File: src/rtl/core/mde_pkg.sv
`timescale 1ns / 1ps

package mde_pkg;

	localparam logic [5:0] NO_REG = 6'd32;

	// Queue depth between front and back; keep a power of two so pointers wrap.
	localparam int QDEPTH  = 2;
	localparam int QPTR_W  = (QDEPTH > 1) ? $clog2(QDEPTH) : 1;
	localparam int QCNT_W  = $clog2(QDEPTH + 1);

	typedef enum logic [4:0] {
		OP_ADD     = 5'd0,
		OP_ADDU    = 5'd1,
		OP_SUB     = 5'd2,
		OP_SUBU    = 5'd3,
		OP_ADDI    = 5'd4,
		OP_ADDIU   = 5'd5,
		OP_SLL     = 5'd6,
		OP_SRL     = 5'd7,
		OP_BEQ     = 5'd8,
		OP_BNE     = 5'd9,
		OP_J       = 5'd10,
		OP_JR      = 5'd11,
		OP_LUI     = 5'd12,
		OP_AND     = 5'd13,
		OP_OR      = 5'd14,
		OP_XOR     = 5'd15,
		OP_ANDI    = 5'd16,
		OP_ORI     = 5'd17,
		OP_XORI    = 5'd18,
		OP_LB      = 5'd19,
		OP_LH      = 5'd20,
		OP_LW      = 5'd21,
		OP_LBU     = 5'd22,
		OP_LHU     = 5'd23,
		OP_SB      = 5'd24,
		OP_SH      = 5'd25,
		OP_SW      = 5'd26,
		OP_UNKNOWN = 5'd27
	} op_t;

	typedef enum logic [3:0] {
		K_NONE     = 4'd0,
		K_R_ARITH  = 4'd1,
		K_R_SHIFT  = 4'd2,
		K_R_JUMP   = 4'd3,
		K_R_LOGIC  = 4'd4,
		K_I_ARITH  = 4'd5,
		K_I_LUI    = 4'd6,
		K_I_BRANCH = 4'd7,
		K_I_LOGIC  = 4'd8,
		K_I_LOAD   = 4'd9,
		K_I_STORE  = 4'd10,
		K_J_JUMP   = 4'd11
	} kind_t;

	// Classified instruction as it waits for the back end.
	typedef struct packed {
		op_t         op;
		kind_t       kind;
		logic        illegal;
		logic [5:0]  src1;
		logic [5:0]  src2;
		logic [5:0]  dst;
		logic [25:0] field;
		logic [31:0] pc;
		logic [31:0] rs_value;
		logic [31:0] rt_value;
	} dec_t;

endpackage

File: src/rtl/core/mips_decode_execute_unit.sv
`timescale 1ns / 1ps

// MIPS32 subset decode and execute stage.
// Input channel (in_valid/in_ready) carries one instruction word with its pc
// and the values of registers rs and rt. Output channel (out_valid/out_ready)
// carries one result item per instruction: decoded index, illegal flag,
// register numbers (32 means none), ALU result or store data, memory access
// and next pc. Results leave in the order the items came in.
// The accepting edge writes the decode queue, and the output register loads the
// queue head on a later edge, once that register is empty or being drained.
// Throughput: one item per cycle while out_ready stays high, limited by the
// single execute path that drains the queue head into the output register.
// The front classifies an item and writes it into a two-entry queue; in_ready
// is high while that queue has room, so it does not wait on out_ready.
// When the receiver stalls, the output register holds its item, the queue
// fills, and in_ready falls once both entries are taken.
// Reset (arst_n low) empties the queue and clears out_valid; no clearing pass.
module mips_decode_execute_unit (
	input  logic         clk,
	input  logic         arst_n,
	input  logic         in_valid,
	output logic         in_ready,
	input  logic [31:0]  instr_word,
	input  logic [31:0]  pc,
	input  logic [31:0]  rs_value,
	input  logic [31:0]  rt_value,
	output logic         out_valid,
	input  logic         out_ready,
	output logic [4:0]   op_index,
	output logic         illegal,
	output logic [5:0]   src1_reg,
	output logic [5:0]   src2_reg,
	output logic [5:0]   dst_reg,
	output logic [31:0]  result_value,
	output logic [31:0]  access_addr,
	output logic [2:0]   mem_bytes,
	output logic         is_load,
	output logic         is_store,
	output logic [31:0]  next_pc
);

	logic           push_valid;
	logic           push_ready;
	mde_pkg::dec_t  push_data;
	logic           pop_valid;
	logic           pop_ready;
	mde_pkg::dec_t  pop_data;

	mde_front u_front (
		.in_valid   (in_valid),
		.in_ready   (in_ready),
		.instr_word (instr_word),
		.pc         (pc),
		.rs_value   (rs_value),
		.rt_value   (rt_value),
		.push_valid (push_valid),
		.push_ready (push_ready),
		.push_data  (push_data)
	);

	mde_queue u_queue (
		.clk        (clk),
		.arst_n     (arst_n),
		.push_valid (push_valid),
		.push_ready (push_ready),
		.push_data  (push_data),
		.pop_valid  (pop_valid),
		.pop_ready  (pop_ready),
		.pop_data   (pop_data)
	);

	mde_back u_back (
		.clk          (clk),
		.arst_n       (arst_n),
		.pop_valid    (pop_valid),
		.pop_ready    (pop_ready),
		.pop_data     (pop_data),
		.out_valid    (out_valid),
		.out_ready    (out_ready),
		.op_index     (op_index),
		.illegal      (illegal),
		.src1_reg     (src1_reg),
		.src2_reg     (src2_reg),
		.dst_reg      (dst_reg),
		.result_value (result_value),
		.access_addr  (access_addr),
		.mem_bytes    (mem_bytes),
		.is_load      (is_load),
		.is_store     (is_store),
		.next_pc      (next_pc)
	);

endmodule

File: src/rtl/core/mde_front.sv
`timescale 1ns / 1ps

module mde_front (
	input  logic               in_valid,
	output logic               in_ready,
	input  logic [31:0]        instr_word,
	input  logic [31:0]        pc,
	input  logic [31:0]        rs_value,
	input  logic [31:0]        rt_value,
	output logic               push_valid,
	input  logic               push_ready,
	output mde_pkg::dec_t      push_data
);

	localparam logic [5:0] OPC_SPECIAL = 6'h00;
	localparam logic [5:0] OPC_J       = 6'h02;
	localparam logic [5:0] OPC_BEQ     = 6'h04;
	localparam logic [5:0] OPC_BNE     = 6'h05;
	localparam logic [5:0] OPC_ADDI    = 6'h08;
	localparam logic [5:0] OPC_ADDIU   = 6'h09;
	localparam logic [5:0] OPC_ANDI    = 6'h0C;
	localparam logic [5:0] OPC_ORI     = 6'h0D;
	localparam logic [5:0] OPC_XORI    = 6'h0E;
	localparam logic [5:0] OPC_LUI     = 6'h0F;
	localparam logic [5:0] OPC_LB      = 6'h20;
	localparam logic [5:0] OPC_LH      = 6'h21;
	localparam logic [5:0] OPC_LW      = 6'h23;
	localparam logic [5:0] OPC_LBU     = 6'h24;
	localparam logic [5:0] OPC_LHU     = 6'h25;
	localparam logic [5:0] OPC_SB      = 6'h28;
	localparam logic [5:0] OPC_SH      = 6'h29;
	localparam logic [5:0] OPC_SW      = 6'h2B;

	localparam logic [5:0] FN_SLL  = 6'h00;
	localparam logic [5:0] FN_SRL  = 6'h02;
	localparam logic [5:0] FN_JR   = 6'h08;
	localparam logic [5:0] FN_ADD  = 6'h20;
	localparam logic [5:0] FN_ADDU = 6'h21;
	localparam logic [5:0] FN_SUB  = 6'h22;
	localparam logic [5:0] FN_SUBU = 6'h23;
	localparam logic [5:0] FN_AND  = 6'h24;
	localparam logic [5:0] FN_OR   = 6'h25;
	localparam logic [5:0] FN_XOR  = 6'h26;

	logic [5:0]      opcode;
	logic [5:0]      funct;
	logic [5:0]      rs_num;
	logic [5:0]      rt_num;
	logic [5:0]      rd_num;
	mde_pkg::op_t    op;
	mde_pkg::kind_t  kind;
	logic [5:0]      src1;
	logic [5:0]      src2;
	logic [5:0]      dst;

	assign opcode = instr_word[31:26];
	assign funct  = instr_word[5:0];
	assign rs_num = {1'b0, instr_word[25:21]};
	assign rt_num = {1'b0, instr_word[20:16]};
	assign rd_num = {1'b0, instr_word[15:11]};

	always_comb begin
		op   = mde_pkg::OP_UNKNOWN;
		kind = mde_pkg::K_NONE;
		unique case (opcode)
			OPC_SPECIAL: begin
				unique case (funct)
					FN_ADD:  begin op = mde_pkg::OP_ADD;  kind = mde_pkg::K_R_ARITH; end
					FN_ADDU: begin op = mde_pkg::OP_ADDU; kind = mde_pkg::K_R_ARITH; end
					FN_SUB:  begin op = mde_pkg::OP_SUB;  kind = mde_pkg::K_R_ARITH; end
					FN_SUBU: begin op = mde_pkg::OP_SUBU; kind = mde_pkg::K_R_ARITH; end
					FN_SLL:  begin op = mde_pkg::OP_SLL;  kind = mde_pkg::K_R_SHIFT; end
					FN_SRL:  begin op = mde_pkg::OP_SRL;  kind = mde_pkg::K_R_SHIFT; end
					FN_JR:   begin op = mde_pkg::OP_JR;   kind = mde_pkg::K_R_JUMP;  end
					FN_AND:  begin op = mde_pkg::OP_AND;  kind = mde_pkg::K_R_LOGIC; end
					FN_OR:   begin op = mde_pkg::OP_OR;   kind = mde_pkg::K_R_LOGIC; end
					FN_XOR:  begin op = mde_pkg::OP_XOR;  kind = mde_pkg::K_R_LOGIC; end
					default: ;
				endcase
			end
			OPC_ADDI:  begin op = mde_pkg::OP_ADDI;  kind = mde_pkg::K_I_ARITH;  end
			OPC_ADDIU: begin op = mde_pkg::OP_ADDIU; kind = mde_pkg::K_I_ARITH;  end
			OPC_BEQ:   begin op = mde_pkg::OP_BEQ;   kind = mde_pkg::K_I_BRANCH; end
			OPC_BNE:   begin op = mde_pkg::OP_BNE;   kind = mde_pkg::K_I_BRANCH; end
			OPC_J:     begin op = mde_pkg::OP_J;     kind = mde_pkg::K_J_JUMP;   end
			OPC_LUI:   begin op = mde_pkg::OP_LUI;   kind = mde_pkg::K_I_LUI;    end
			OPC_ANDI:  begin op = mde_pkg::OP_ANDI;  kind = mde_pkg::K_I_LOGIC;  end
			OPC_ORI:   begin op = mde_pkg::OP_ORI;   kind = mde_pkg::K_I_LOGIC;  end
			OPC_XORI:  begin op = mde_pkg::OP_XORI;  kind = mde_pkg::K_I_LOGIC;  end
			OPC_LB:    begin op = mde_pkg::OP_LB;    kind = mde_pkg::K_I_LOAD;   end
			OPC_LH:    begin op = mde_pkg::OP_LH;    kind = mde_pkg::K_I_LOAD;   end
			OPC_LW:    begin op = mde_pkg::OP_LW;    kind = mde_pkg::K_I_LOAD;   end
			OPC_LBU:   begin op = mde_pkg::OP_LBU;   kind = mde_pkg::K_I_LOAD;   end
			OPC_LHU:   begin op = mde_pkg::OP_LHU;   kind = mde_pkg::K_I_LOAD;   end
			OPC_SB:    begin op = mde_pkg::OP_SB;    kind = mde_pkg::K_I_STORE;  end
			OPC_SH:    begin op = mde_pkg::OP_SH;    kind = mde_pkg::K_I_STORE;  end
			OPC_SW:    begin op = mde_pkg::OP_SW;    kind = mde_pkg::K_I_STORE;  end
			default: ;
		endcase
	end

	// Register usage follows the instruction format.
	always_comb begin
		src1 = mde_pkg::NO_REG;
		src2 = mde_pkg::NO_REG;
		dst  = mde_pkg::NO_REG;
		unique case (kind) inside
			mde_pkg::K_R_ARITH, mde_pkg::K_R_LOGIC: begin
				src1 = rs_num;
				src2 = rt_num;
				dst  = rd_num;
			end
			mde_pkg::K_R_SHIFT: begin
				src2 = rt_num;
				dst  = rd_num;
			end
			mde_pkg::K_R_JUMP: begin
				src1 = rs_num;
			end
			mde_pkg::K_I_ARITH, mde_pkg::K_I_LOGIC, mde_pkg::K_I_LOAD: begin
				src1 = rs_num;
				dst  = rt_num;
			end
			mde_pkg::K_I_LUI: begin
				dst = rt_num;
			end
			mde_pkg::K_I_BRANCH, mde_pkg::K_I_STORE: begin
				src1 = rs_num;
				src2 = rt_num;
			end
			default: ;
		endcase
	end

	assign push_valid         = in_valid;
	assign in_ready           = push_ready;
	assign push_data.op       = op;
	assign push_data.kind     = kind;
	assign push_data.illegal  = (op == mde_pkg::OP_UNKNOWN);
	assign push_data.src1     = src1;
	assign push_data.src2     = src2;
	assign push_data.dst      = dst;
	assign push_data.field    = instr_word[25:0];
	assign push_data.pc       = pc;
	assign push_data.rs_value = rs_value;
	assign push_data.rt_value = rt_value;

endmodule

File: src/rtl/core/mde_queue.sv
`timescale 1ns / 1ps

module mde_queue (
	input  logic           clk,
	input  logic           arst_n,
	input  logic           push_valid,
	output logic           push_ready,
	input  mde_pkg::dec_t  push_data,
	output logic           pop_valid,
	input  logic           pop_ready,
	output mde_pkg::dec_t  pop_data
);

	mde_pkg::dec_t                     entry_q [mde_pkg::QDEPTH];
	logic [mde_pkg::QPTR_W-1:0]        wr_ptr_q;
	logic [mde_pkg::QPTR_W-1:0]        rd_ptr_q;
	logic [mde_pkg::QCNT_W-1:0]        count_q;
	logic                              push;
	logic                              pop;

	assign push_ready = (count_q != mde_pkg::QCNT_W'(mde_pkg::QDEPTH));
	assign pop_valid  = (count_q != '0);
	assign push       = push_valid && push_ready;
	assign pop        = pop_valid && pop_ready;
	assign pop_data   = entry_q[rd_ptr_q];

	always_ff @(posedge clk) begin
		if (push) begin
			entry_q[wr_ptr_q] <= push_data;
		end
	end

	always_ff @(posedge clk or negedge arst_n) begin
		if (!arst_n) begin
			wr_ptr_q <= '0;
			rd_ptr_q <= '0;
			count_q  <= '0;
		end else begin
			if (push) begin
				wr_ptr_q <= wr_ptr_q + 1'b1;
			end
			if (pop) begin
				rd_ptr_q <= rd_ptr_q + 1'b1;
			end
			if (push && !pop) begin
				count_q <= count_q + 1'b1;
			end else if (pop && !push) begin
				count_q <= count_q - 1'b1;
			end
		end
	end

endmodule

File: src/rtl/core/mde_back.sv
`timescale 1ns / 1ps

module mde_back (
	input  logic           clk,
	input  logic           arst_n,
	input  logic           pop_valid,
	output logic           pop_ready,
	input  mde_pkg::dec_t  pop_data,
	output logic           out_valid,
	input  logic           out_ready,
	output logic [4:0]     op_index,
	output logic           illegal,
	output logic [5:0]     src1_reg,
	output logic [5:0]     src2_reg,
	output logic [5:0]     dst_reg,
	output logic [31:0]    result_value,
	output logic [31:0]    access_addr,
	output logic [2:0]     mem_bytes,
	output logic           is_load,
	output logic           is_store,
	output logic [31:0]    next_pc
);

	localparam logic [2:0] BYTES_NONE = 3'd0;
	localparam logic [2:0] BYTES_BYTE = 3'd1;
	localparam logic [2:0] BYTES_HALF = 3'd2;
	localparam logic [2:0] BYTES_WORD = 3'd4;

	logic [15:0]  imm;
	logic [4:0]   shamt;
	logic [31:0]  simm;
	logic [31:0]  zimm;
	logic [31:0]  a;
	logic [31:0]  b;
	logic [31:0]  seq;
	logic [31:0]  res;
	logic [31:0]  addr;
	logic [2:0]   nbytes;
	logic         ld;
	logic         st;
	logic [31:0]  next;
	logic         advance;

	logic         out_valid_q;
	logic [4:0]   op_index_q;
	logic         illegal_q;
	logic [5:0]   src1_q;
	logic [5:0]   src2_q;
	logic [5:0]   dst_q;
	logic [31:0]  result_q;
	logic [31:0]  access_addr_q;
	logic [2:0]   mem_bytes_q;
	logic         is_load_q;
	logic         is_store_q;
	logic [31:0]  next_pc_q;

	assign imm   = pop_data.field[15:0];
	assign shamt = pop_data.field[10:6];
	assign simm  = {{16{imm[15]}}, imm};
	assign zimm  = {16'h0000, imm};
	assign a     = pop_data.rs_value;
	assign b     = pop_data.rt_value;
	assign seq   = pop_data.pc + 32'd4;

	always_comb begin
		res    = '0;
		addr   = '0;
		nbytes = BYTES_NONE;
		ld     = 1'b0;
		st     = 1'b0;
		next   = seq;
		unique case (pop_data.kind)
			mde_pkg::K_R_ARITH: begin
				if (pop_data.op == mde_pkg::OP_ADD || pop_data.op == mde_pkg::OP_ADDU) begin
					res = a + b;
				end else begin
					res = a - b;
				end
			end
			mde_pkg::K_R_LOGIC: begin
				if (pop_data.op == mde_pkg::OP_AND) begin
					res = a & b;
				end else if (pop_data.op == mde_pkg::OP_OR) begin
					res = a | b;
				end else begin
					res = a ^ b;
				end
			end
			mde_pkg::K_R_SHIFT: begin
				if (pop_data.op == mde_pkg::OP_SLL) begin
					res = b << shamt;
				end else begin
					res = b >> shamt;
				end
			end
			mde_pkg::K_R_JUMP: begin
				next = a;
			end
			mde_pkg::K_I_ARITH: begin
				res = a + simm;
			end
			mde_pkg::K_I_LOGIC: begin
				if (pop_data.op == mde_pkg::OP_ANDI) begin
					res = a & zimm;
				end else if (pop_data.op == mde_pkg::OP_ORI) begin
					res = a | zimm;
				end else begin
					res = a ^ zimm;
				end
			end
			mde_pkg::K_I_LUI: begin
				res = {imm, 16'h0000};
			end
			mde_pkg::K_I_BRANCH: begin
				// beq takes the branch on equal, bne on not equal
				if ((pop_data.op == mde_pkg::OP_BEQ) == (a == b)) begin
					next = seq + {simm[29:0], 2'b00};
				end
			end
			mde_pkg::K_J_JUMP: begin
				next = {seq[31:28], pop_data.field, 2'b00};
			end
			mde_pkg::K_I_LOAD: begin
				addr = a + simm;
				ld   = 1'b1;
				if (pop_data.op == mde_pkg::OP_LW) begin
					nbytes = BYTES_WORD;
				end else if (pop_data.op == mde_pkg::OP_LH || pop_data.op == mde_pkg::OP_LHU) begin
					nbytes = BYTES_HALF;
				end else begin
					nbytes = BYTES_BYTE;
				end
			end
			mde_pkg::K_I_STORE: begin
				addr = a + simm;
				st   = 1'b1;
				res  = b;
				if (pop_data.op == mde_pkg::OP_SW) begin
					nbytes = BYTES_WORD;
				end else if (pop_data.op == mde_pkg::OP_SH) begin
					nbytes = BYTES_HALF;
				end else begin
					nbytes = BYTES_BYTE;
				end
			end
			default: ;
		endcase
	end

	// Take the next item whenever the output register is empty or being drained.
	assign pop_ready = !out_valid_q || out_ready;
	assign advance   = pop_valid && pop_ready;

	always_ff @(posedge clk or negedge arst_n) begin
		if (!arst_n) begin
			out_valid_q <= 1'b0;
		end else if (pop_ready) begin
			out_valid_q <= pop_valid;
		end
	end

	always_ff @(posedge clk) begin
		if (advance) begin
			op_index_q    <= pop_data.op;
			illegal_q     <= pop_data.illegal;
			src1_q        <= pop_data.src1;
			src2_q        <= pop_data.src2;
			dst_q         <= pop_data.dst;
			result_q      <= res;
			access_addr_q <= addr;
			mem_bytes_q   <= nbytes;
			is_load_q     <= ld;
			is_store_q    <= st;
			next_pc_q     <= next;
		end
	end

	assign out_valid    = out_valid_q;
	assign op_index     = op_index_q;
	assign illegal      = illegal_q;
	assign src1_reg     = src1_q;
	assign src2_reg     = src2_q;
	assign dst_reg      = dst_q;
	assign result_value = result_q;
	assign access_addr  = access_addr_q;
	assign mem_bytes    = mem_bytes_q;
	assign is_load      = is_load_q;
	assign is_store     = is_store_q;
	assign next_pc      = next_pc_q;

endmodule

File: config.mk
export PLATFORM = sky130hd
export DESIGN_NAME = mips_decode_execute_unit
export DESIGN_NICKNAME = d
export VERILOG_FILES = /design/src/rtl/core/mde_pkg.sv /design/src/rtl/core/mips_decode_execute_unit.sv /design/src/rtl/core/mde_front.sv /design/src/rtl/core/mde_queue.sv /design/src/rtl/core/mde_back.sv
export SDC_FILE = /design/constraint.sdc
export NUM_CORES = 1
export LEC_CHECK = 0
export BUFFER_PORTS_ARGS = -buffer_cell sky130_fd_sc_hd__buf_4
export CAP_MARGIN = 20
export CORE_ASPECT_RATIO = 2
export CORE_MARGIN = 3
export CORE_UTILIZATION = 30
export DETAILED_ROUTE_END_ITERATION = 7
export GPL_TIMING_DRIVEN = 0
export HOLD_SLACK_MARGIN = 0.02
export PLACE_DENSITY = 0.57
export REMOVE_ABC_BUFFERS = 1
export SYNTH_ARGS = -nofsm -noshare
export SYNTH_HDL_FRONTEND = slang
export SYNTH_HIERARCHICAL = 1
export SYNTH_SLANG_ARGS = --single-unit
File: constraint.sdc
create_clock -name clk -period 6.8 [get_ports clk]
set_input_delay 0.34 -clock clk [delete_from_list [all_inputs] [get_ports clk]]
set_output_delay 0.34 -clock clk [all_outputs]
set_load 0.005 [all_outputs]
==> results.md, run 1 <==
Detailed routing:
- Once detail routing completed, the nets flagged for antenna violations numbered 0.
- The average wire per standard cell is 26.4 um.
- The first TritonRoute pass finished after 8 iterations.
- After detailed routing, the number of remaining DRC violations is 0.
- The number of violations reported at the end of detailed-routing iteration 0 is 2,039.
- The final routed wirelength across all metal layers is 120,000 um.
- The detail-routed via count per cell is 5.53.
- The number of vias in the routed layout is 25,200.

Die:
- The floorplan core area is 104,000 sq um.
- After floorplanning, the core was divided into 167 placement rows.
- The starting utilization of the core area is 0.303.
- The die boundary width is 235 um.
- The vertical extent of the die is 465 um.
- The die area is 109,000 sq um.
- The count of pins on the block boundary is 259.

Place:
- The half-perimeter wire length after detailed placement is 92,800 um.
- The number of port buffers is 258.
- The congestion estimate from routability-driven global placement came to 0.951.
- The minimum setup slack after placement is 0.710 ns.
- Summing all placed instances gives a cell area of 34,200 sq um.

Global routing:
- The first global-routing pass estimated 172,000 um of wire.
- The via count of the first global-routing pass was 25,300.
- Entering global routing, the biggest net connects 68 pins.
- Across every metal layer, demand over resource in global routing totals 0.212.
- For this run the aggregate overflow at the end of global routing stands at 0.
- The initial antenna violation count is 3.

STA:
- Hold timing on the final database bottoms out at a slack of 0.0910 ns.
- The worst relative slew slack is 0.208.
- The final count of hold timing violations is 0.
- The final-report max-slew violation count was 0.
- The final critical-path share of the clock period is 0.889.
- The maximum clock skew at final layout is 0.0400 ns.
- The setup violation total in the final timing report is 0.
- Derived from the worst setup path, the maximum achievable clock frequency is 165 MHz.
- The final setup slack of the worst path is 0.755 ns.
- Setup repair after global routing left no endpoint under its margin.
- The transition time at the pin with the least slew margin is 1.18 ns.
- Subtracting the final worst setup slack from the clock period gives 6.04 ns.

Logic synthesis:
- Yosys mapped a number of flops with a built-in enable equal to 425.
- Counting distinct cell types in the post-synthesis netlist gives 104.
- The synthesized netlist occupies a cell area of 31,600 sq um.
- The dominant register cell in the synthesized netlist is edfxtp_1.
- The synthesized design contains 430 register bits.
- Of the total synthesized cell area, the portion taken by AND, OR, NAND and NOR gates is 0.109.
- After synthesis, the share of cell area in mux cells is 0.125.
- Yosys attributes the largest share of cell area to edfxtp_1 (40%), ha_1 (7.1%), mux4_2 (4.4%).
- Of the total synthesized cell area, the portion taken by XOR and XNOR cells is 0.0300.
- edfxtp_1 takes more of the synthesized area than any other cell.
- The adder and majority cell fraction of the synthesized area is 0.0731.
- During synthesis, Yosys emitted a total of 6 warnings.
- The share of the Yosys chip area taken by registers is 0.408.
- The area fraction in compound gates after synthesis is 0.177.
- The synthesized area per cell is 10.5 sq um.
- The async set-reset flop share out of synthesis is 0.0116.
- The share of synthesized area in the top cell type comes to 0.404.
- The main combinational cell family by area after synthesis is compound AO/OA/AOI/OAI gates.
- Synthesis handed over a netlist of 3,012 instances.

Power and ir drop:
- The worst ir drop on vdd is 0.394 mV.
- In this run the power density over the cells is 568 nW/um^2.
- For this design the static power due to leakage is 14.2 nW.

Clock tree:
- The total CTS buffers is 45.
- The clock root buffer is clkbuf_16.
- TritonCTS built the clock tree.
- The H-tree was split into 2 levels.
- The number of setup buffers added after CTS is 0.
- The clock passes through at most 3 buffers.
- For the worst-skew pair, the clock arrives at the later sink with an insertion delay of 0.62 ns.
- Clock-pin slew was measured on the worst setup and hold paths at 0.06 ns.
- The number of buffers inserted for hold repair after clock tree synthesis is 123.
- The count of clock tree sinks is 430.
- The number of gates resized after CTS is 0.

Job:
- Max-cap violations in this run came to 0.

Critical path:
- The startpoint-to-endpoint class of the critical path is reg -> reg.
- The top fanout value on the critical path is 65.
- At the worst endpoint, the arrival time is 6.39 ns.
- For the worst setup path, the data required time is 7.15 ns.
- The startpoint class of the critical path is a register.
- The endpoint class of the critical path is a register.

Final layout:
- The register with the most flip-flops in the layout has 300 of them.
- The most flop-heavy register is u_queue/entry_q.
- Of the cells placed in the final design, the portion with a size suffix greater than 1 is 0.204.
- The utilization of the core after routing is 0.355.
- The area added between synthesis and finish is 16.9%.
- The number of nets in the finished design is 3,474.
- The library cell used most frequently in the layout, excluding fill and tap cells, is edfxtp_1.
- Once layout is done, the placed cells without fillers occupy 36,900 sq um.
- The filler cells instantiated in the layout total 10,500.
- In the layout the commonest cells are edfxtp_1 (425), buf_4 (261), nor2_1 (256).

Worst hold path:
- The path type of the worst min-delay path is in -> async.

Run status:
- The run finished with clean final reports.
-- per-stage QoR --
step,cells,total power [W],TNS (ns)
after floorplan,2688,0.0133,-295.70
after global placement,4298,0.0182,-1794.51
after detailed placement,4342,0.0182,0
after CTS,4545,0.0210,0
after global routing,4546,0.0222,0
final,4546,0.0209,0
-- cells in the mapped netlist, drive strengths merged, types with 7 or more instances --
cell	instances
xor2	45
inv	153
nand4	22
nor4	20
o22ai	16
o221ai	29
buf	195
a311oi	7
nor2	264
or2	10
mux2	158
and3	17
nand2	149
a222oi	32
o21bai	15
o31ai	18
nand3	58
nor3	45
nand2b	28
xnor2	63
edfxtp	425
mux4	61
nor2b	33
a211o	13
o21a	18
a31oi	35
or3	24
and2	15
o211ai	24
clkbuf	129
a211oi	73
a221oi	11
ha	178
mux2i	45
a21o	43
a22o	9
a22oi	17
a21boi	7
o21ai	175
a21oi	229
o311ai	10
-- worst max-delay path: stages (launching register included) --
cell,delay [ns]
dfrtp_4,0.67
buf_16,0.30
mux2_4,0.71
inv_1,0.45
buf_16,0.29
ha_1,0.38
a21oi_1,0.25
o21ai_0,0.37
a311oi_1,0.53
a2111oi_0,0.19
nor2_1,0.34
a311oi_2,0.19
xnor2_1,0.78
o21a_1,0.19
nand3_1,0.08
-- power breakdown --
| part | total, W | internal (W) | leakage (nW) | switching (W) |
|---|---|---|---|---|
| combinational | 0.0141 | 0.00524 | 9.37 | 0.00887 |
| sequential | 0.00431 | 0.00403 | 4.08 | 0.000275 |
| clock | 0.00253 | 0.00143 | 0.709 | 0.00110 |
-- final timing paths --
kind	start	end	slack [ns]	depth (start not counted)
max in group asynchronous	arst_n	u_queue/rd_ptr_q$_DFFE_PN0P_	6.59	2
min in group clk	out_ready	u_back/out_valid$_DFFE_PN0N_	0.10	3
min reg2reg	u_queue/count_q[1]$_DFFE_PN0P_	u_queue/count_q[1]$_DFFE_PN0P_	0.49	1
max reg2reg	u_queue/rd_ptr_q$_DFFE_PN0P_	u_back/result_value[28]$_DFFE_PP_	0.76	14
min	arst_n	u_queue/count_q[0]$_DFFE_PN0P_	0.09	2
max	u_queue/rd_ptr_q$_DFFE_PN0P_	u_back/result_value[28]$_DFFE_PP_	0.76	14
-- logic make-up after synthesis --
kind of cell | after synthesis
xor gates and xnor gates | 108
and+or+nand+nor | 711
muxes | 264
adders and majority gates | 182
AOI/OAI and AO/OA | 840
DFF | 430
buffers and inverters | 477
-- area by class of cell --
class,instances,area [sq um],area share
multi-input combinational,2105,16300,0.442
sequential,430,12900,0.349
timing repair buffer,425,3920,0.106
tap,1352,1690,0.0458
clock buffer,55,1160,0.0315
inverter,153,574,0.0156
clock inverter,25,328,0.00888
antenna,1,2.50,0.0000678
-- per-layer routing --
metal | track usage | share of wire
met2 | 0.382 | 0.51
met5 | 0 | 0
met1 | 0.227 | 0.36
met3 | 0.0214 | 0.045
met4 | 0.161 | 0.090
Note: power is estimated with default switching activity, not from simulation.
==> run 2, diff against run 1 <==
Settings changed: CELL_PAD_IN_SITES_DETAIL_PLACEMENT set to 1, CELL_PAD_IN_SITES_GLOBAL_PLACEMENT set to 1, PLACE_DENSITY 0.57 to not set, PLACE_DENSITY_LB_ADDON set to 0.1.
==> run 2 against run 1 <==
Worst hold slack improved by 0.036 ns. Non-clock buffer count increased by 9. Power increased by 2.2%. Maximum frequency decreased by 6.1%.
==> results.md, run 2 (same netlist as run 1, synthesis figures left out) <==
Clock tree:
- The count of clock tree sinks came to 430 (unchanged).
- The clock input transition at the sequential cells of the worst setup and hold paths is 0.06 ns (about the same).
- The number of buffers between clock root and the deepest sink is 3 (unchanged).
- The clock latency on the worst-skew pair is 0.64 ns (+0.02 ns).
- The number of H-tree branching levels was 2 (unchanged).
- The total CTS buffers was 45 (unchanged).
- The number of gates resized after CTS is 0 (unchanged).
- TritonCTS built the clock tree.
- The clock root buffer is clkbuf_16.

STA:
- The final critical-path share of the clock period is 0.946 (+0.0575).
- The maximum clock skew at final layout is 0.0351 ns (-0.00492 ns).
- The transition time at the pin with the least slew margin was 1.19 ns (+0.0134 ns).
- The setup violation total in the final timing report is 0 (unchanged).
- Setup repair after global routing left no endpoint under its margin.
- The maximum achievable frequency is 155 MHz (-6.1%).
- The worst hold slack after final layout is 0.127 ns (+0.0363 ns).
- The final total negative setup slack was 0 ns (unchanged).
- The final count of hold timing violations was 0 (unchanged).
- The final-report max-slew violation count is 0 (unchanged).
- The worst relative slew slack was 0.196 (-0.0111).
- The post-route minimum period was 6.44 ns (+0.391 ns).

Worst hold path:
- The origin of the worst min-delay path is in_valid.
- The path type of the worst min-delay path is in -> reg.

Power and ir drop:
- The net load switching power came to 0.0106 W (+3.7%).
- The total leakage power is 14.3 nW (+0.73%).
- The register share of total power is 0.204 (-0.002).
- The combinational fraction of design power came to 0.672 (-0.002).
- The fraction of power spent switching nets is 0.496 (+0.00716).
- The portion of total power attributed to the clock network came to 0.124 (+0.003).
- The worst ir drop on vdd came to 0.389 mV (-1.2%).
- The total power consumption of the routed design is 0.0214 W (+2.2%).
- The total power per unit cell area is 577 nW/um^2 (+1.7%).
- The cell-internal power came to 0.0108 W (+0.78%).

Die:
- The number of rows created at floorplan is 167 (unchanged).
- The starting utilization of the core area is 0.303 (unchanged).
- The die area is 109,000 sq um (unchanged).
- The die boundary width is 235 um (unchanged).
- The vertical extent of the die came to 465 um (unchanged).
- The floorplan core area is 104,000 sq um (unchanged).
- The count of pins on the block boundary is 259 (unchanged).

Critical path:
- The largest individual stage delay along the critical path comes from the cell mux2_4.
- The worst setup path is launched from a register.
- The data arrival time of the worst path was 6.81 ns (+0.42 ns).
- The most numerous cell type found on the critical path is o21ai_0.
- Walking the worst path, the cells encountered are buf_16, mux2_4, inv_1, ha_1, nand3_1, o22ai_1, a41oi_1, nand2_1, a21oi_1, o21ai_0, xnor2_1, o21ai_0, a31o_2.
- The startpoint-to-endpoint class of the critical path is reg -> reg.
- The beginning of the worst register-to-register path is u_queue/rd_ptr_q$_DFFE_PN0P_.
- The highest cell delay on the worst timing path is 0.83 ns (+0.05 ns).
- On the critical path the largest part of the delay comes from compound AO/OA/AOI/OAI gates.
- The top fanout value on the critical path is 67 (+3.1%).
- STA classifies the critical path endpoint as a register.
- The critical path required time is 7.17 ns (+0.02 ns).
- The most critical setup path has its startpoint at u_queue/rd_ptr_q$_DFFE_PN0P_.
- The buffering stage count on the worst path with inverters included is 2 (-1).

Final layout:
- The most flop-heavy register is u_queue/entry_q.
- The design area is 37,100 sq um (+0.55%).
- The number of fillers in the final layout is 11,400 (+8.7%).
- The utilization of the core after routing is 0.357 (+0.00196).
- The area added between synthesis and finish is 17.6%.
- The number of nets in the finished design is 3,483 (+0.26%).
- The number of flip-flops in the largest register is 300 (unchanged).
- The ratio of cells with drive above 1 in the final layout is 0.207 (+0.00298).
- The most common library cell in the layout ignoring fill and taps is edfxtp_1.
- Leaving out fill and tap cells, the most frequent cells in the layout are edfxtp_1 (425), buf_4 (260), nor2_1 (255).

Detailed routing:
- The detail-routed via count per cell is 5.57 (+0.67%).
- The number of vias in the routed layout is 25,400 (+1.0%).
- The average wire per standard cell is 29.2 um (+10%).
- The final routed DRC violation total is 0 (unchanged).
- The number of iterations in the first detailed-routing pass is 5 (-3).
- The final routed wirelength across all metal layers came to 133,000 um (+11%).
- The number of violations reported at the end of detailed-routing iteration 0 is 1,458 (-28%).
- The number of nets with antenna violations after detailed routing is 0 (unchanged).

Job:
- The max-cap check violation count is 0 (unchanged).

Run status:
- The run finished with clean final reports.

Global routing:
- The pin count of the biggest net entering global routing was 80 (+18%).
- The first-pass GRT wire length is 190,000 um (+10%).
- The overall routing resource usage was 0.235 (+0.0233).
- The initial antenna violation count is 4 (+1).
- The total grt overflow is 0 (unchanged).
- The via count of the first global-routing pass came to 27,400 (+8.0%).

Place:
- The half-perimeter wire length after detailed placement was 103,000 um (+11%).
- The global placer's final weighted congestion is 0.907 (-4.6%).
- The number of port buffers was 258 (unchanged).
- The cell area reported after detailed placement is 34,300 sq um (+0.33%).
run 2: worst paths after layout:
path | end | slack, ns | cells after the start
hold / removal | u_queue/wr_ptr_q$_DFFE_PN0P_ | 0.13 | 3
hold reg to reg | u_queue/count_q[1]$_DFFE_PN0P_ | 0.51 | 1
min in group asynchronous | u_queue/wr_ptr_q$_DFFE_PN0P_ | 0.65 | 3
setup reg to reg | u_back/result_value[25]$_DFFE_PP_ | 0.36 | 13
max in group asynchronous | u_queue/rd_ptr_q$_DFFE_PN0P_ | 5.92 | 3
setup / recovery | u_back/result_value[25]$_DFFE_PP_ | 0.36 | 13
run 2: layer usage:
layer	vias up	wire length, um	GRT usage
met1	12900	47400	0.243
met2	719	71700	0.453
met4	0	9180	0.138
li1	11500	-	-
met3	239	4680	0.0242
met5	-	0	0
run 2: cell type report:
cell class | instances | area [sq um] | area share
multi-input combinational | 2105 | 16300 | 0.441
clock inverter | 32 | 400 | 0.0108
antenna | 4 | 10.0 | 0.000270
tap | 1352 | 1690 | 0.0456
timing repair buffer | 434 | 4040 | 0.109
sequential | 430 | 12900 | 0.347
clock buffer | 51 | 1150 | 0.0310
inverter | 153 | 574 | 0.0155
run 2: per-stage QoR:
| stage | std cells | worst slack, ns |
|---|---|---|
| after global placement | 4298 | -11.73 |
| after CTS | 4556 | 0.348 |
| after floorplan | 2688 | -3.43 |
| after detailed placement | 4348 | 0.340 |
| final | 4561 | 0.364 |
| after global routing | 4559 | 0.277 |
run 2: repair_timing:
item                      4_1_cts  5_1_grt
hold buffers                  125        0
hold endpoints to repair      250        0
setup buffers                   0        0
run 2: worst reg2reg max path, cell delays in order (launching register included):
cell,delay (ns)
dfrtp_4,0.74
buf_16,0.34
mux2_4,0.87
inv_1,0.74
ha_1,0.57
nand3_1,0.10
o22ai_1,0.16
a41oi_1,0.69
nand2_1,0.40
a21oi_1,0.39
o21ai_0,0.18
xnor2_1,0.56
o21ai_0,0.15
a31o_2,0.29
run 2: power by group through the flow:
stage	clock [W]	sequential, W	combinational [W]
3_3_place_gp	0	0.00486	0.0137
6_report	0.00265	0.00436	0.0144
2_1_floorplan	0	0.00458	0.00873
5_1_grt	0.00284	0.00444	0.0154
4_1_cts	0.00276	0.00438	0.0144
3_5_place_dp	0	0.00442	0.0143
==> run 3, diff against run 2 <==
Settings changed: CORE_UTILIZATION 30 to 44.
==> run 3 against run 2 <==
Clock-buffer cell count decreased by 4. Power shrank 1.7%. Non-clock buffer count is 7 lower. Critical path depth decreased by 1. Critical path type unchanged. Critical endpoint is now u_back/next_pc[25]$_DFFE_PP_. Largest cell class unchanged. Largest power group unchanged. Highest routed layer unchanged.
==> results.md, run 3 (same netlist as run 1, synthesis figures left out) <==
Power and ir drop:
- The fraction of power spent switching nets is 0.501 (+0.00432).
- The combinational fraction of design power is 0.686 (+0.014).
- The total leakage power came to 14.1 nW (-1.1%).
- The register share of total power is 0.206 (+0.002).
- The worst ir drop on vdd came to 0.481 mV (+23%).
- The cell-internal power is 0.0105 W (-2.6%).
- The net load switching power came to 0.0105 W (-0.85%).
- The total power per unit cell area is 581 nW/um^2 (+0.76%).
- The portion of total power attributed to the clock network is 0.108 (-0.016).

STA:
- The final count of hold timing violations came to 0 (unchanged).
- The transition time at the pin with the least slew margin is 1.19 ns (-0.00183 ns).
- The final setup slack of the worst path came to 0.480 ns (+0.116 ns).
- The final critical-path share of the clock period came to 0.929 (-0.0171).
- The maximum clock skew at final layout was 0.0185 ns (-0.0166 ns).
- The final-report max-slew violation count came to 0 (unchanged).
- The worst relative slew slack is 0.200 (+0.00323).
- The final total negative setup slack was 0 ns (unchanged).
- The maximum achievable frequency came to 158 MHz (+1.8%).
- The setup violation total in the final timing report was 0 (unchanged).
- The post-route minimum period came to 6.32 ns (-0.116 ns).
- Setup repair after global routing left no endpoint under its margin.

Global routing:
- The initial antenna violation count is 1 (-3).
- The overall routing resource usage was 0.327 (+0.0916).
- The total grt overflow came to 0 (unchanged).
- The first-pass GRT wire length is 183,000 um (-3.6%).
- The pin count of the biggest net entering global routing is 76 (-5.0%).
- The via count of the first global-routing pass is 27,700 (+1.2%).

Die:
- The floorplan core area is 71,000 sq um (-32%).
- The count of pins on the block boundary is 259 (unchanged).
- The die boundary width is 195 um (-17%).
- The vertical extent of the die was 385 um (-17%).
- The starting utilization of the core area is 0.445 (+0.141).
- The number of rows created at floorplan was 138 (-17%).
- The die area is 75,200 sq um (-31%).

Place:
- The minimum setup slack after placement came to 0.574 ns (+0.234 ns).
- The number of instances in the placed design came to 3,902 (-10%).
- The cell area reported after detailed placement is 33,700 sq um (-1.8%).
- The number of port buffers is 258 (unchanged).
- The half-perimeter wire length after detailed placement is 96,100 um (-6.5%).
- The global placer's final weighted congestion came to 0.981 (+8.2%).

Detailed routing:
- The number of nets with antenna violations after detailed routing is 0 (unchanged).
- The final routed DRC violation total is 0 (unchanged).
- The number of violations reported at the end of detailed-routing iteration 0 is 1,686 (+16%).
- The average wire per standard cell came to 30.8 um (+5.7%).
- The final routed wirelength across all metal layers was 126,000 um (-5.0%).
- The detail-routed via count per cell was 6.31 (+13%).
- The number of iterations in the first detailed-routing pass came to 6 (+1).
- The number of vias in the routed layout came to 25,900 (+1.8%).

Final layout:
- The number of nets in the finished design is 3,472 (-0.32%).
- The number of fillers in the final layout is 7,605 (-33%).
- The most common library cell in the layout ignoring fill and taps is edfxtp_1.
- The number of flip-flops in the largest register came to 300 (unchanged).
- The ratio of cells with drive above 1 in the final layout is 0.204 (-0.00360).
- The utilization of the core after routing is 0.510 (+0.153).
- From synthesis to final layout, the design area changed by 14.7%.
- The most flop-heavy register is u_queue/entry_q.
- The design area is 36,200 sq um (-2.4%).
- The post-layout instance count excluding filler cells is 4,099 (-10%).
- In the layout the commonest cells are edfxtp_1 (425), buf_4 (266), nor2_1 (256).

Clock tree:
- The number of buffers inserted for hold repair after clock tree synthesis was 121 (-3.2%).
- The count of clock tree sinks came to 430 (unchanged).
- The number of H-tree branching levels is 2 (unchanged).
- The CTS tree is built.
- CTS placed an instance of clkbuf_16 at the clock tree root.
- The number of buffers between clock root and the deepest sink came to 3 (unchanged).
- The total CTS buffers is 41 (-8.9%).
- The clock latency on the worst-skew pair is 0.61 ns (-0.03 ns).
- The clock input transition at the sequential cells of the worst setup and hold paths is 0.07 ns (about the same).
- The number of gates resized after CTS is 0 (unchanged).
- The number of setup buffers added after CTS is 0 (unchanged).

Job:
- The max-cap check violation count was 0 (unchanged).

Critical path:
- The worst setup path is launched from a register.
- The data arrival time of the worst path is 6.59 ns (-0.22 ns).
- STA classifies the critical path endpoint as a register.
- The top fanout value on the critical path is 49 (-27%).
- By startpoint and endpoint, the worst setup path is classified as reg -> reg.
- The critical path required time is 7.07 ns (-0.10 ns).

Run status:
- The run finished with clean final reports.

Worst hold path:
- The path type of the worst min-delay path is in -> reg.
==> run 3: worst paths after layout <==
| check | from | depth (start not counted) | end | slack (ns) |
|---|---|---|---|---|
| max in group asynchronous | arst_n | 2 | u_queue/rd_ptr_q$_DFFE_PN0P_ | 6.61 |
| min in group asynchronous | arst_n | 2 | u_back/out_valid$_DFFE_PN0N_ | 0.07 |
| worst max register to register | u_queue/rd_ptr_q$_DFFE_PN0P_ | 12 | u_back/next_pc[25]$_DFFE_PP_ | 0.48 |
| worst min-delay path | instr_word[0] | 1 | u_queue/entry_q[0][96]$_DFFE_PP_ | 0.05 |
| worst max-delay path | u_queue/rd_ptr_q$_DFFE_PN0P_ | 12 | u_back/next_pc[25]$_DFFE_PP_ | 0.48 |
| worst min register to register | u_queue/count_q[1]$_DFFE_PN0P_ | 1 | u_queue/count_q[1]$_DFFE_PN0P_ | 0.52 |
==> run 3: layout make-up <==
type / count / area [sq um] / share of cell area
inverter: 153 / 574 / 0.0159
clock inverter: 26 / 244 / 0.00674
sequential: 430 / 12900 / 0.356
antenna: 1 / 2.50 / 0.0000691
clock buffer: 47 / 1050 / 0.0290
timing repair buffer: 427 / 3950 / 0.109
tap: 910 / 1140 / 0.0315
multi-input combinational: 2105 / 16300 / 0.452
==> run 3: power groups by stage <==
stage | Sequential, W | Combinational [W] | Clock [W]
global placement | 0.00478 | 0.0135 | 0
CTS | 0.00434 | 0.0142 | 0.00235
detailed placement | 0.00438 | 0.0141 | 0
floorplan | 0.00458 | 0.00873 | 0
finish | 0.00433 | 0.0144 | 0.00228
global route | 0.00440 | 0.0153 | 0.00243
==> run 3: routing by layer <==
layer | wire length [um] | global-route usage
met2 | 66300 | 0.606
met4 | 11300 | 0.237
met3 | 5810 | 0.0402
met1 | 42900 | 0.333
met5 | 0 | 0
==> run 3: worst max-delay path, cell delays in order (launching register included) <==
cell and delay (ns):
dfrtp_4 0.75, buf_16 0.29, buf_16 0.34, mux2_4 0.38
inv_1 0.07, ha_1 0.42, nor4_1 0.96, nand4_1 0.40
nor4_4 0.42, xor2_2 0.77, nor2_1 0.52, o311ai_1 0.37
a22oi_1 0.18
==> run 3: through the flow <==
stage               total power [W]  hold slack (ns)
floorplan                    0.0133           0.0444
global placement             0.0183            0.142
detailed placement           0.0184            0.147
CTS                          0.0209           0.0200
global route                 0.0221           0.0452
finish                       0.0210           0.0529
